<file path="config.mk">
export PLATFORM = sky130hd
export DESIGN_NAME = serial_lamp_command_decoder_unit
export DESIGN_NICKNAME = d
export VERILOG_FILES = /design/src/sv/slcd_pkg.sv /design/src/sv/slcd_front.sv /design/src/sv/slcd_queue.sv /design/src/sv/slcd_back.sv /design/src/sv/serial_lamp_command_decoder_unit.sv
export SDC_FILE = /design/constraint.sdc
export NUM_CORES = 1
export LEC_CHECK = 0
export BUFFER_PORTS_ARGS = -buffer_cell sky130_fd_sc_hd__buf_4
export CAP_MARGIN = 20
export CORE_AREA = 2 2 66 68
export CTS_CLUSTER_DIAMETER = 40
export CTS_CLUSTER_SIZE = 14
export DETAILED_ROUTE_END_ITERATION = 12
export DIE_AREA = 0 0 68 70
export PLACE_DENSITY = 0.89
export SLEW_MARGIN = 10
export SYNTH_ARGS = -nofsm -noshare
export SYNTH_HDL_FRONTEND = slang
export SYNTH_SLANG_ARGS = --single-unit
</file>
<file path="constraint.sdc">
create_clock -name clock -period 5.3 [get_ports clock]
set_clock_uncertainty 0.1 [all_clocks]
set_input_delay 0.795 -clock clock [delete_from_list [all_inputs] [get_ports clock]]
set_output_delay 0.795 -clock clock [all_outputs]
set_load 0.02 [all_outputs]
</file>
<file path="src/sv/slcd_pkg.sv">
package slcd_pkg;

   localparam int LINE_DEPTH   = 5;
   localparam int POS_W        = $clog2(LINE_DEPTH);
   localparam int MIN_LINE     = 3;
   localparam int QUEUE_DEPTH  = 2;
   localparam int QPTR_W       = $clog2(QUEUE_DEPTH);
   localparam int QCOUNT_W     = $clog2(QUEUE_DEPTH + 1);
   localparam int REPLY_IDX_W  = 3;
   localparam int OK_LEN       = 3;
   localparam int ERR_LEN      = 6;

   localparam logic [7:0] CH_NEWLINE = 8'h0A;
   localparam logic [7:0] CH_ZERO    = 8'h30;
   localparam logic [7:0] CH_ONE     = 8'h31;
   localparam logic [7:0] CH_PULSE   = 8'h70;
   localparam logic [7:0] CH_FLASH   = 8'h66;
   localparam logic [7:0] CH_RED     = 8'h72;
   localparam logic [7:0] CH_ORANGE  = 8'h6F;
   localparam logic [7:0] CH_GREEN   = 8'h67;
   localparam logic [7:0] CH_UP_O    = 8'h4F;
   localparam logic [7:0] CH_UP_K    = 8'h4B;
   localparam logic [7:0] CH_UP_E    = 8'h45;
   localparam logic [7:0] CH_UP_R    = 8'h52;

   typedef enum logic [1:0] {
      MODE_OFF   = 2'd0,
      MODE_ON    = 2'd1,
      MODE_PULSE = 2'd2,
      MODE_FLASH = 2'd3
   } mode_type;

   typedef enum logic [1:0] {
      LAMP_NONE   = 2'd0,
      LAMP_RED    = 2'd1,
      LAMP_ORANGE = 2'd2,
      LAMP_GREEN  = 2'd3
   } lamp_type;

   typedef struct packed {
      logic     ok;
      lamp_type lamp;
      mode_type mode;
   } cmd_type;

   typedef struct packed {
      logic    valid;
      cmd_type cmd;
   } push_type;

   typedef struct packed {
      logic    empty;
      logic    full;
      cmd_type head;
   } queue_status_type;

   typedef struct packed {
      logic     valid;
      mode_type code;
   } mode_dec_type;

   function automatic mode_dec_type decode_mode(input logic [7:0] c);
      mode_dec_type d;
      d.valid = 1'b1;
      unique case (c)
         CH_ZERO:  d.code = MODE_OFF;
         CH_ONE:   d.code = MODE_ON;
         CH_PULSE: d.code = MODE_PULSE;
         CH_FLASH: d.code = MODE_FLASH;
         default: begin
            d.valid = 1'b0;
            d.code  = MODE_OFF;
         end
      endcase
      return d;
   endfunction

   function automatic lamp_type decode_lamp(input logic [7:0] c);
      lamp_type l;
      unique case (c)
         CH_RED:    l = LAMP_RED;
         CH_ORANGE: l = LAMP_ORANGE;
         CH_GREEN:  l = LAMP_GREEN;
         default:   l = LAMP_NONE;
      endcase
      return l;
   endfunction

   function automatic logic [7:0] reply_text(input logic ok,
                                             input logic [REPLY_IDX_W-1:0] idx);
      logic [7:0] c;
      if (ok) begin
         unique case (idx)
            3'd0:    c = CH_UP_O;
            3'd1:    c = CH_UP_K;
            default: c = CH_NEWLINE;
         endcase
      end else begin
         unique case (idx)
            3'd0:    c = CH_UP_E;
            3'd1:    c = CH_UP_R;
            3'd2:    c = CH_UP_R;
            3'd3:    c = CH_UP_O;
            3'd4:    c = CH_UP_R;
            default: c = CH_NEWLINE;
         endcase
      end
      return c;
   endfunction

endpackage

</file>
<file path="src/sv/slcd_front.sv">
module slcd_front (
   input  logic                clock,
   input  logic                reset,
   input  logic                req_valid,
   output logic                req_stall,
   input  logic [7:0]          req_rx_char,
   input  logic                queue_full,
   output slcd_pkg::push_type  push
);

   logic [slcd_pkg::POS_W-1:0] pos_ff, pos_in, pos_adv;
   logic [7:0]                 lamp_byte_ff, lamp_byte_in;
   logic [7:0]                 mode_byte_ff, mode_byte_in;
   logic                       accept;
   logic                       newline;
   slcd_pkg::mode_dec_type     mode_dec;
   slcd_pkg::lamp_type         lamp_dec;
   logic                       long_enough;

   assign req_stall = queue_full;
   assign accept    = req_valid && !req_stall;
   assign newline   = (req_rx_char == slcd_pkg::CH_NEWLINE);

   always_comb begin
      if (pos_ff == slcd_pkg::POS_W'(slcd_pkg::LINE_DEPTH - 1)) begin
         pos_adv = '0;
      end else begin
         pos_adv = pos_ff + 1'b1;
      end
   end

   assign long_enough = (pos_adv >= slcd_pkg::POS_W'(slcd_pkg::MIN_LINE));
   assign mode_dec    = slcd_pkg::decode_mode(mode_byte_ff);
   assign lamp_dec    = slcd_pkg::decode_lamp(lamp_byte_ff);

   always_comb begin
      push.valid    = accept && newline;
      push.cmd.ok   = long_enough && mode_dec.valid && (lamp_dec != slcd_pkg::LAMP_NONE);
      push.cmd.lamp = lamp_dec;
      push.cmd.mode = mode_dec.code;
   end

   always_comb begin
      pos_in       = pos_ff;
      lamp_byte_in = lamp_byte_ff;
      mode_byte_in = mode_byte_ff;
      if (accept) begin
         pos_in = newline ? '0 : pos_adv;
         if (pos_ff == slcd_pkg::POS_W'(0)) begin
            lamp_byte_in = req_rx_char;
         end
         if (pos_ff == slcd_pkg::POS_W'(1)) begin
            mode_byte_in = req_rx_char;
         end
      end
   end

   always_ff @(posedge clock) begin
      if (reset) begin
         pos_ff       <= '0;
         lamp_byte_ff <= '0;
         mode_byte_ff <= '0;
      end else begin
         pos_ff       <= pos_in;
         lamp_byte_ff <= lamp_byte_in;
         mode_byte_ff <= mode_byte_in;
      end
   end

endmodule

</file>
<file path="src/sv/slcd_queue.sv">
module slcd_queue (
   input  logic                       clock,
   input  logic                       reset,
   input  slcd_pkg::push_type         push,
   input  logic                       pop,
   output slcd_pkg::queue_status_type status
);

   slcd_pkg::cmd_type               mem_ff [slcd_pkg::QUEUE_DEPTH];
   logic [slcd_pkg::QPTR_W-1:0]     wr_ptr_ff, wr_ptr_in;
   logic [slcd_pkg::QPTR_W-1:0]     rd_ptr_ff, rd_ptr_in;
   logic [slcd_pkg::QCOUNT_W-1:0]   count_ff, count_in;
   logic                            do_push, do_pop;

   assign status.empty = (count_ff == '0);
   assign status.full  = (count_ff == slcd_pkg::QCOUNT_W'(slcd_pkg::QUEUE_DEPTH));
   assign status.head  = mem_ff[rd_ptr_ff];

   assign do_push = push.valid && !status.full;
   assign do_pop  = pop && !status.empty;

   always_comb begin
      wr_ptr_in = wr_ptr_ff;
      rd_ptr_in = rd_ptr_ff;
      count_in  = count_ff;
      if (do_push) begin
         wr_ptr_in = (wr_ptr_ff == slcd_pkg::QPTR_W'(slcd_pkg::QUEUE_DEPTH - 1)) ?
                     '0 : wr_ptr_ff + 1'b1;
      end
      if (do_pop) begin
         rd_ptr_in = (rd_ptr_ff == slcd_pkg::QPTR_W'(slcd_pkg::QUEUE_DEPTH - 1)) ?
                     '0 : rd_ptr_ff + 1'b1;
      end
      if (do_push && !do_pop) begin
         count_in = count_ff + 1'b1;
      end else if (do_pop && !do_push) begin
         count_in = count_ff - 1'b1;
      end
   end

   always_ff @(posedge clock) begin
      if (do_push) begin
         mem_ff[wr_ptr_ff] <= push.cmd;
      end
   end

   always_ff @(posedge clock) begin
      if (reset) begin
         wr_ptr_ff <= '0;
         rd_ptr_ff <= '0;
         count_ff  <= '0;
      end else begin
         wr_ptr_ff <= wr_ptr_in;
         rd_ptr_ff <= rd_ptr_in;
         count_ff  <= count_in;
      end
   end

endmodule

</file>
<file path="src/sv/slcd_back.sv">
module slcd_back (
   input  logic                       clock,
   input  logic                       reset,
   input  slcd_pkg::queue_status_type status,
   output logic                       pop,
   output logic                       rsp_valid,
   input  logic                       rsp_stall,
   output logic [7:0]                 rsp_reply_char,
   output logic                       rsp_reply_last,
   output logic [1:0]                 rsp_red_state,
   output logic [1:0]                 rsp_orange_state,
   output logic [1:0]                 rsp_green_state
);

   logic [slcd_pkg::REPLY_IDX_W-1:0] idx_ff, idx_in;
   logic                             valid_ff, valid_in;
   logic [7:0]                       char_ff;
   logic                             last_ff;
   logic [1:0]                       red_ff, red_in;
   logic [1:0]                       orange_ff, orange_in;
   logic [1:0]                       green_ff, green_in;
   logic                             load;
   logic                             last_byte;
   logic [slcd_pkg::REPLY_IDX_W-1:0] len_m1;
   slcd_pkg::cmd_type                cmd;

   assign cmd    = status.head;
   assign load   = !status.empty && (!valid_ff || !rsp_stall);
   assign len_m1 = cmd.ok ? slcd_pkg::REPLY_IDX_W'(slcd_pkg::OK_LEN - 1) :
                            slcd_pkg::REPLY_IDX_W'(slcd_pkg::ERR_LEN - 1);
   assign last_byte = (idx_ff == len_m1);
   assign pop       = load && last_byte;

   always_comb begin
      red_in    = red_ff;
      orange_in = orange_ff;
      green_in  = green_ff;
      if (cmd.ok) begin
         unique case (cmd.lamp)
            slcd_pkg::LAMP_RED:    red_in    = cmd.mode;
            slcd_pkg::LAMP_ORANGE: orange_in = cmd.mode;
            slcd_pkg::LAMP_GREEN:  green_in  = cmd.mode;
            default: ;
         endcase
      end
   end

   always_comb begin
      idx_in   = idx_ff;
      valid_in = valid_ff && rsp_stall;
      if (load) begin
         valid_in = 1'b1;
         idx_in   = last_byte ? '0 : idx_ff + 1'b1;
      end
   end

   always_ff @(posedge clock) begin
      if (reset) begin
         idx_ff    <= '0;
         valid_ff  <= 1'b0;
         red_ff    <= '0;
         orange_ff <= '0;
         green_ff  <= '0;
      end else begin
         idx_ff   <= idx_in;
         valid_ff <= valid_in;
         if (load) begin
            red_ff    <= red_in;
            orange_ff <= orange_in;
            green_ff  <= green_in;
         end
      end
   end

   always_ff @(posedge clock) begin
      if (load) begin
         char_ff <= slcd_pkg::reply_text(cmd.ok, idx_ff);
         last_ff <= last_byte;
      end
   end

   assign rsp_valid        = valid_ff;
   assign rsp_reply_char   = char_ff;
   assign rsp_reply_last   = last_ff;
   assign rsp_red_state    = red_ff;
   assign rsp_orange_state = orange_ff;
   assign rsp_green_state  = green_ff;

endmodule

</file>
<file path="src/sv/serial_lamp_command_decoder_unit.sv">
// channel | direction | word
// req     | in        | rx_char: one received byte, newline ends a command
// rsp     | out       | reply_char, reply_last, red/orange/green_state
//
// A byte is taken every cycle unless the two-entry command queue is full.
// A newline yields 3 reply words (OK) or 6 (ERROR), one per cycle from the back end's
// output register while rsp_stall is low; the reply receiver sets the sustained rate.
// Reset is synchronous; it clears the line position, stored bytes, queue and lamps.
// rsp_stall holds the back end only; the front keeps taking bytes until the queue fills.
module serial_lamp_command_decoder_unit (
   input  logic       clock,
   input  logic       reset,
   input  logic       req_valid,
   output logic       req_stall,
   input  logic [7:0] req_rx_char,
   output logic       rsp_valid,
   input  logic       rsp_stall,
   output logic [7:0] rsp_reply_char,
   output logic       rsp_reply_last,
   output logic [1:0] rsp_red_state,
   output logic [1:0] rsp_orange_state,
   output logic [1:0] rsp_green_state
);

   slcd_pkg::push_type         push;
   slcd_pkg::queue_status_type status;
   logic                       pop;

   slcd_front u_front (
      .clock       (clock),
      .reset       (reset),
      .req_valid   (req_valid),
      .req_stall   (req_stall),
      .req_rx_char (req_rx_char),
      .queue_full  (status.full),
      .push        (push)
   );

   slcd_queue u_queue (
      .clock  (clock),
      .reset  (reset),
      .push   (push),
      .pop    (pop),
      .status (status)
   );

   slcd_back u_back (
      .clock            (clock),
      .reset            (reset),
      .status           (status),
      .pop              (pop),
      .rsp_valid        (rsp_valid),
      .rsp_stall        (rsp_stall),
      .rsp_reply_char   (rsp_reply_char),
      .rsp_reply_last   (rsp_reply_last),
      .rsp_red_state    (rsp_red_state),
      .rsp_orange_state (rsp_orange_state),
      .rsp_green_state  (rsp_green_state)
   );

endmodule

</file>
==> results.toml, run 1 <==
[outcome]
status = "completed"

[power_and_ir_drop]
pwr-share-clk_pct = 32.0
pwr-share-seq_pct = 61.2
powerDensity_mw_per_mm2 = 252
pwr-share-comb_pct = 6.8
swShare_pct = 23.0
ir_worst_vdd_mv = 0.158
p_sw_mw = 0.156
p_leak_nw = 1.10
power.internal_mw = 0.522

[yosys]
synth-seq-cells = 51
synth_edf_count = 17
synth_async_sr_flop_share_pct = 0
synth.distinct_cells = 44
synth.avg_cell_area_um2 = 10.3
syn_inst = 233
synth.area.top_cells = "dfxtp_1 28%, edfxtp_1 21%, mux2i_1 8.8%"
ys_seq_area_share_pct = 49.6
yosys_warnings = 0
ys.flop_type = "dfxtp_1"
yosysTopAreaCell = "dfxtp_1"
yosys.area.top_type_share_pct = 28.3
synthesis.area_mm2 = 0.00240

[detailed_routing]
via_count = 1669
vias_per_cell = 5.42
ant_nets = 0
drtIter0Drc = 53
wl_per_cell_um = 13.1
drc = 0
firstDrtPassIters = 4
routed_wl_um = 4050

[place]
hpwl_um = 3010
io_buffers = 26
pre_cts_ws_ns = 2.69
routabilityCongestion = 0.812
dpl.cell_count = 300

[timing]
hold_viol_final = 0
setup_slack_ns = 3.01
rsz0062_at_grt = "false"
slew_viol_final = 0
max_freq_ghz = 0.437
maxSlewHeadroom_pct = 52.3
setup_violations = 0
worst_slew_pin_slew_ns = 0.710
period_minus_slack_ns = 2.29
finalCritPeriodShare_pct = 43.2
tns_ns = 0

[worst_setup_path]
critPathMaxFanout = 4
r2r-end = "u_queue.count_ff[1]"
slowest_stage = "or3_1"
cp_slowest_stage_delay_ns = 0.37
critPathBufInv = 1
cp-end-kind = "register"
critical_path_cell_count = 6
cp_data_arrival_time_ns = 2.43
endpoint = "u_queue.count_ff[1]"
cp-startpoint = "req_rx_char[4]"
startpoint_type = "input port"
cp.required_ns = 5.44
regToRegSetupSlack_ns = 3.04
worstPathCellList = "buf_4 > nor4_1 > and4_1 > ha_1 > or3_1 > a21oi_1"
worstRegToRegCells = 6
critPathTopFamily = "simple AND/OR/NAND/NOR gates"
crit_type = "in -> reg"

[global_route]
gr-usage-all-layers_pct = 18.7
grt_max_degree = 37
first_global_vias = 1606
grt_overflow = 0
antenna_found_initial = 0
grt_pass1_wl_um = 6720

[floorplan]
core-area_mm2 = 0.00414
chipHeight_um = 70
fp-row-count = 24
start_util_pct = 57.9
die_w_um = 68
pin_count = 29
die_area_mm2 = 0.00476

[final_layout]
fin_util_pct = 64.8
fillers = 340
area_growth_pct = 11.9
final_common_cell = "nor2_1"
drive_gt1_share_pct = 16.4
nNetsFinal = 277
diodes = 0
finalNonFillerCells = 308
layout_common_cells = "37 x nor2_1, 34 x dfxtp_1, 26 x buf_4, 21 x mux2i_1, 17 x edfxtp_1"

[cts]
htree_levels = 2
clk_latency_ns = 0.30
root_buffer = "clkbuf_8"
cts_hold_buf = 0
cts_tree = "built"
ctsResizeCount = 0
clock_path_buffers = 2
cts_setup_buffers = 0
numCtsBuffers = 5
clkTransAtPathRegs_ns = 0.09
clock-sinks = 51

[run]
maxCapViolCount = 0

[min_path]
hold_class = "reg -> reg"
cells by family after synthesis:
| logic type | after synthesis | synth area share (%) |
|---|---|---|
| buffers and inverters | 22 | 4.38 |
| multiplexers | 27 | 12.2 |
| AND/OR/NAND/NOR | 86 | 18.8 |
| XOR/XNOR | 4 | 1.46 |
| adder cells (fa/ha/maj) | 10 | 5.21 |
| other | 1 | 0.156 |
| AO/OA/AOI/OAI | 32 | 8.23 |
| flip-flops | 51 | 49.6 |
routing by layer:
layer  wire length, um  vias to the layer above  GRT usage, %
li1                  -                      853             -
met1              1650                      776          19.6
met2              2150                       32          33.3
met3               162                        8          4.99
met4                86                        0          9.11
met5                 0                        -             0
how the worst min path moves through the flow:
stage | startpoint | slack [ns] | cells past startpoint | end
floorplan | u_front.lamp_byte_ff[7] | 0.35 | 2 | u_front.lamp_byte_ff[7]
global placement | u_back.rsp_orange_state[0] | 0.36 | 2 | u_back.rsp_orange_state[0]
detailed placement | u_back.rsp_orange_state[1] | 0.37 | 2 | u_back.rsp_orange_state[1]
CTS | u_back.rsp_orange_state[1] | 0.38 | 2 | u_back.rsp_orange_state[1]
global route | u_back.rsp_orange_state[1] | 0.41 | 2 | u_back.rsp_orange_state[1]
finish | u_back.rsp_orange_state[1] | 0.38 | 2 | u_back.rsp_orange_state[1]
registers in the layout, indices dropped and copies added (netlist names), named ones only:
signal,cells
u_queue.mem_ff,10
u_front.lamp_byte_ff,8
u_front.mode_byte_ff,8
u_back.rsp_reply_char,6
u_back.idx_ff,3
u_front.pos_ff,3
u_back.rsp_green_state,2
u_back.rsp_orange_state,2
u_back.rsp_red_state,2
u_queue.count_ff,2
u_back.rsp_reply_last,1
u_back.rsp_valid,1
u_queue.rd_ptr_ff,1
u_queue.wr_ptr_ff,1
through the flow:
step                hold WS, ns  cell area, um^2  power (mW)
detailed placement        0.369             2600       0.470
global placement          0.365             2600       0.469
CTS                       0.382             2690       0.685
global route              0.408             2690       0.706
finish                    0.379             2690       0.678
floorplan                 0.354             2400       0.456
worst reg2reg max path: cells and delay by family, from the launching register on:
kind / cells / cell delay, ns
mux: 2 / 0.63
flops: 1 / 0.54
simple gates: 2 / 0.45
fa+ha+maj: 1 / 0.34
compound gates: 1 / 0.13
Yosys cell counts, drive strengths merged (3+ instances only):
cell	n
or3	4
nand4	4
dfxtp	34
nand4b	4
nand2b	5
or3b	3
edfxtp	17
nor2	37
mux2i	22
buf	7
o21ai	10
a21oi	11
nand3b	4
inv	10
mux2	5
a211oi	6
nand2	14
ha	10
nor2b	3
clkbuf	5
cell type report:
cell class / instances / area [um^2] / area share [%]
Sequential cell: 51 / 1190 / 44.3
Multi-Input combinational cell: 161 / 1110 / 41.3
Timing Repair Buffer: 26 / 195 / 7.27
Clock buffer: 5 / 68.8 / 2.56
Tap cell: 52 / 65.1 / 2.42
Inverter: 10 / 37.5 / 1.40
Clock inverter: 3 / 20.0 / 0.745
power groups by stage:
stage | logic [mW] | clock network [mW] | registers (mW)
after floorplan | 0.0340 | 0 | 0.422
after global placement | 0.0453 | 0 | 0.424
after detailed placement | 0.0463 | 0 | 0.424
after CTS | 0.0464 | 0.223 | 0.415
after global routing | 0.0513 | 0.238 | 0.416
final | 0.0462 | 0.217 | 0.415
Power figures use the tool's default switching activity.
==> run 2, diff against run 1 <==
Settings changed: CORE_AREA 2 2 66 68 to 2 2 71 73, DIE_AREA 0 0 68 70 to 0 0 73 75, PLACE_DENSITY 0.89 to 0.82.
Clock period 5.3 ns to 2.1 ns, I/O delays scaled along.
==> run 2 against run 1 <==
- non-clock buffer count grew 12
- die area up 15%
- register-to-register slack worse by 2.9 ns
- design area grew 4.9%
- global-route usage shrank 1.8 points
- first-iteration DRC count up 3.8%
- worst setup slack worse by 2.9 ns
- worst hold slack got worse by 0.22 ns
- clock-buffer cell count is the same
- flip-flop and latch count did not move
==> results.toml, run 2 (same netlist as run 1, synthesis figures left out) <==
[detailed_routing]
ant_nets = 0
drc = 0
vias_per_cell = 5.41
routed-wl-met3_um = 152
wl_per_cell_um = 13.1
route.met2.wl_um = 2090
via_count = 1743
routed.top_layer = "met4"
wirelength_met1_um = 1900
drtIter0Drc = 55
routed_wl_um = 4210
firstDrtPassIters = 4

[worst_setup_path]
startpoint_type = "register"
critPathMaxFanout = 4
cp.required_ns = 2.24
cp_data_arrival_time_ns = 2.11
crit_type = "reg -> reg"
cp-end-kind = "register"

[place]
hpwl_um = 3130
dpl.cell_count = 312
routabilityCongestion = 0.821
io_buffers = 26
pre_cts_ws_ns = 0.0416

[timing]
setup_violations = 0
tns_ns = 0
period_minus_slack_ns = 1.97
finalCritPeriodShare_pct = 93.9
setup_slack_ns = 0.128
max_freq_ghz = 0.507
maxSlewHeadroom_pct = 59.9
fin_hold_ws_ns = 0.162
hold_viol_final = 0
worst_slew_pin_slew_ns = 0.598
slew_viol_final = 0
rsz0062_at_grt = "false"

[min_path]
hold_class = "in -> reg"

[global_route]
grt_pass1_wl_um = 7090
grt_max_degree = 37
antenna_found_initial = 0
gr-usage-all-layers_pct = 16.9
grt_overflow = 0
first_global_vias = 1620

[floorplan]
die_area_mm2 = 0.00548
chipHeight_um = 75
core-area_mm2 = 0.00466
die_w_um = 73
start_util_pct = 51.5
fp-row-count = 25
pin_count = 29

[cts]
root_buffer = "clkbuf_8"
clock_path_buffers = 2
clk_latency_ns = 0.30
cts_tree = "built"
htree_levels = 2
clkTransAtPathRegs_ns = 0.10
numCtsBuffers = 5
clock-sinks = 51

[final_layout]
final_common_cell = "buf_4"
area_growth_pct = 17.4
layout_common_cells = "38 x buf_4, 37 x nor2_1, 34 x dfxtp_1, 21 x mux2i_1, 17 x edfxtp_1"
finalNonFillerCells = 322
fin_util_pct = 60.5
top_regs = "u_queue.mem_ff (10), u_front.lamp_byte_ff (8), u_front.mode_byte_ff (8)"
largest_reg_flops = 10
drive_gt1_share_pct = 20.9
diodes = 0
largest-register = "u_queue.mem_ff"
nNetsFinal = 289

[run]
maxCapViolCount = 0

[outcome]
status = "completed"

[power_and_ir_drop]
ir_worst_vdd_mv = 0.622
p_leak_nw = 1.18
powerDensity_mw_per_mm2 = 660
-- run 2: cell types whose count changed in the layout (fill, tap and decap cells not counted), sizes merged --
cell,before,now
bufinv,0,1
buf,26,38
clkinv,2,1
clkinvlp,1,0
inv,10,11
-- run 2: stage by stage --
step                cell area [um^2]  power [mW]
global route                    2820        1.93
finish                          2820        1.86
CTS                             2790        1.88
detailed placement              2680        1.19
global placement                2680        1.19
floorplan                       2400        1.15
-- run 2: area by class of cell --
class | count | area (um^2)
Fill cell | 383 | 1840
Sequential cell | 51 | 1190
Multi-Input combinational cell | 161 | 1120
Timing Repair Buffer | 38 | 285
Clock buffer | 5 | 68.8
Tap cell | 54 | 67.6
Clock inverter | 3 | 47.5
Inverter | 10 | 37.5
-- run 2: final timing paths --
check,end,depth (start not counted),start,slack (ns)
min reg2reg,u_back.rsp_orange_state[1],2,u_back.rsp_orange_state[1],0.39
min,u_front.lamp_byte_ff[4],3,req_rx_char[4],0.16
max,u_queue.count_ff[1],7,u_queue.mem_ff[0][4],0.13
max reg2reg,u_queue.count_ff[1],7,u_queue.mem_ff[0][4],0.13
-- run 2: critical path, cell delays in order, from the launching register on --
cell	delay [ns]
edfxtp_1	0.41
mux2_4	0.32
mux2i_4	0.23
nand2_4	0.10
ha_4	0.16
xor2_1	0.14
or3_1	0.31
a21oi_1	0.14
-- run 2: layer usage --
metal	global-route usage [%]	up-vias
met1	19.9	819
li1	-	881
met3	4.28	8
met5	0	-
met4	7.61	0
met2	29.2	35
-- run 2: repair_timing --
item	in CTS	in global routing
hold buffers	0	0
gates resized for setup	0	1
buffers inserted	0	2
endpoints found under the setup margin	0	1
hold endpoints to repair	0	0
-- run 2: power by group --
group	internal [mW]	total, mW	switching [mW]	leakage, nW
registers	1.03	1.05	0.0159	0.441
logic	0.0549	0.120	0.0653	0.685
clock network	0.361	0.692	0.331	0.0587
==> run 3, diff against run 2 <==
Settings changed: CORE_AREA 2 2 71 73 to 2 2 70 72, CTS_BUF_LIST set to sky130_fd_sc_hd__clkbuf_4, DIE_AREA 0 0 73 75 to 0 0 72 74, PLACE_DENSITY 0.82 to 0.84.
==> run 3 against run 2 <==
- combinational power barely moved
- worst hold slack got worse by 0.078 ns
- highest routed layer unchanged
- clock power down 1%
==> results.toml, run 3 (same netlist as run 1, synthesis figures left out) <==
[detailed_routing]
firstDrtPassIters = 4
drtIter0Drc = 66
drc = 0
routed_wl_um = 4300
via_count = 1735
vias_per_cell = 5.37
ant_nets = 0
wl_per_cell_um = 13.3

[floorplan]
die_area_mm2 = 0.00533
fp-row-count = 25
chipHeight_um = 74
pin_count = 29
start_util_pct = 52.2
core-area_mm2 = 0.00460
die_w_um = 72

[worst_setup_path]
regToRegSetupSlack_ns = 0.08
cp.required_ns = 2.32
cp_data_arrival_time_ns = 2.24
endpoint = "u_queue.count_ff[1]"
cp-startpoint = "u_queue.mem_ff[0][4]"
r2r-end = "u_queue.count_ff[1]"
worstRegToRegCells = 6
r2r-start = "u_queue.mem_ff[0][4]"
critPathMaxFanout = 3
startpoint_type = "register"
crit_type = "reg -> reg"
cp-end-kind = "register"

[final_layout]
top_regs = "u_queue.mem_ff (10), u_front.lamp_byte_ff (8), u_front.mode_byte_ff (8)"
area_growth_pct = 16.7
nNetsFinal = 290
fin_area_mm2 = 0.00280
drive_gt1_share_pct = 20.8
final_common_cell = "buf_4"
finalNonFillerCells = 323
layout_common_cells = "39 x buf_4, 37 x nor2_1, 34 x dfxtp_1, 21 x mux2i_1, 17 x edfxtp_1"
diodes = 0
largest-register = "u_queue.mem_ff"
largest_reg_flops = 10

[power_and_ir_drop]
swShare_pct = 21.3
powerDensity_mw_per_mm2 = 662
p_leak_nw = 1.18
p_sw_mw = 0.395
ir_worst_vdd_mv = 0.578
pwr-share-seq_pct = 56.6
pwr-share-comb_pct = 6.6
power.internal_mw = 1.46
pwr-share-clk_pct = 36.8

[min_path]
hold_start = "rsp_stall"
hold_class = "in -> reg"

[timing]
slew_viol_final = 0
period_minus_slack_ns = 2.02
setup_violations = 0
maxSlewHeadroom_pct = 63.1
max_freq_ghz = 0.494
worst_slew_pin_slew_ns = 0.545
fin_hold_ws_ns = 0.0839
finalCritPeriodShare_pct = 96.4
hold_viol_final = 0

[cts]
htree_levels = 2
clock-sinks = 51
cts_tree = "built"
numCtsBuffers = 5
clock_path_buffers = 2
clk_latency_ns = 0.37
root_buffer = "clkbuf_4"
clkTransAtPathRegs_ns = 0.15
ctsResizeCount = 0

[global_route]
antenna_found_initial = 0
first_global_vias = 1661
grt_max_degree = 37
gr-usage-all-layers_pct = 17.5
grt_overflow = 0
grt_pass1_wl_um = 7110

[outcome]
status = "completed"

[place]
io_buffers = 26
routabilityCongestion = 0.774
hpwl_um = 3200
dpl.cell_count = 313
place_area_mm2 = 0.00268

[run]
maxCapViolCount = 0
[run 3: worst min path at each step]
stage	to	cells after the start	slack [ns]
floorplan	u_back.rsp_valid	2	0.35
global placement	u_back.rsp_orange_state[1]	2	0.37
detailed placement	u_back.rsp_orange_state[1]	2	0.37
CTS	u_front.lamp_byte_ff[7]	3	0.07
global route	u_front.mode_byte_ff[3]	3	0.08
finish	u_back.rsp_valid	3	0.08
[run 3: layout make-up]
class / count / area, um^2
clock inverter: 3 / 67.6
multi-input combinational: 161 / 1110
fill: 398 / 1800
timing repair buffer: 39 / 293
sequential: 51 / 1190
tap: 54 / 67.6
clock buffer: 5 / 37.5
inverter: 10 / 37.5
[run 3: timing repair]
| action | CTS | global route |
|---|---|---|
| hold buffers | 0 | 0 |
| endpoints found under the setup margin | 0 | 1 |
| setup buffers | 0 | 2 |
[run 3: worst max-delay path, cell delays in order, from the launching register on]
cell and delay [ns]:
edfxtp_1 0.41, mux2_4 0.31, mux2i_4 0.22, nand2_4 0.08
ha_1 0.33, or3_1 0.38, a21oi_1 0.14
[run 3: stage by stage]
| stage | utilization, % | TNS, ns | total power, mW | setup WS, ns |
|---|---|---|---|---|
| after detailed placement | 58.3 | 0 | 1.19 | 0.0605 |
| after CTS | 60.6 | 0 | 1.87 | 0.0283 |
| after floorplan | - | 0 | 1.15 | 0.0348 |
| after global placement | 58.3 | 0 | 1.19 | 0.104 |
| after global routing | 61.0 | -0.00356 | 1.92 | -0.00356 |
| final | 61.0 | 0 | 1.85 | 0.0766 |
[run 3: power groups by stage]
stage	sequential, mW	clock [mW]	combinational [mW]
2_1_floorplan	1.07	0	0.0859
3_3_place_gp	1.07	0	0.120
3_5_place_dp	1.07	0	0.123
4_1_cts	1.05	0.699	0.123
5_1_grt	1.05	0.731	0.138
6_report	1.05	0.683	0.123
[run 3: metal layers]
metal	wire [um]	global-route usage, %
met5	0	0
met4	61	6.92
met3	186	4.88
met2	2280	32.7
met1	1780	18.9
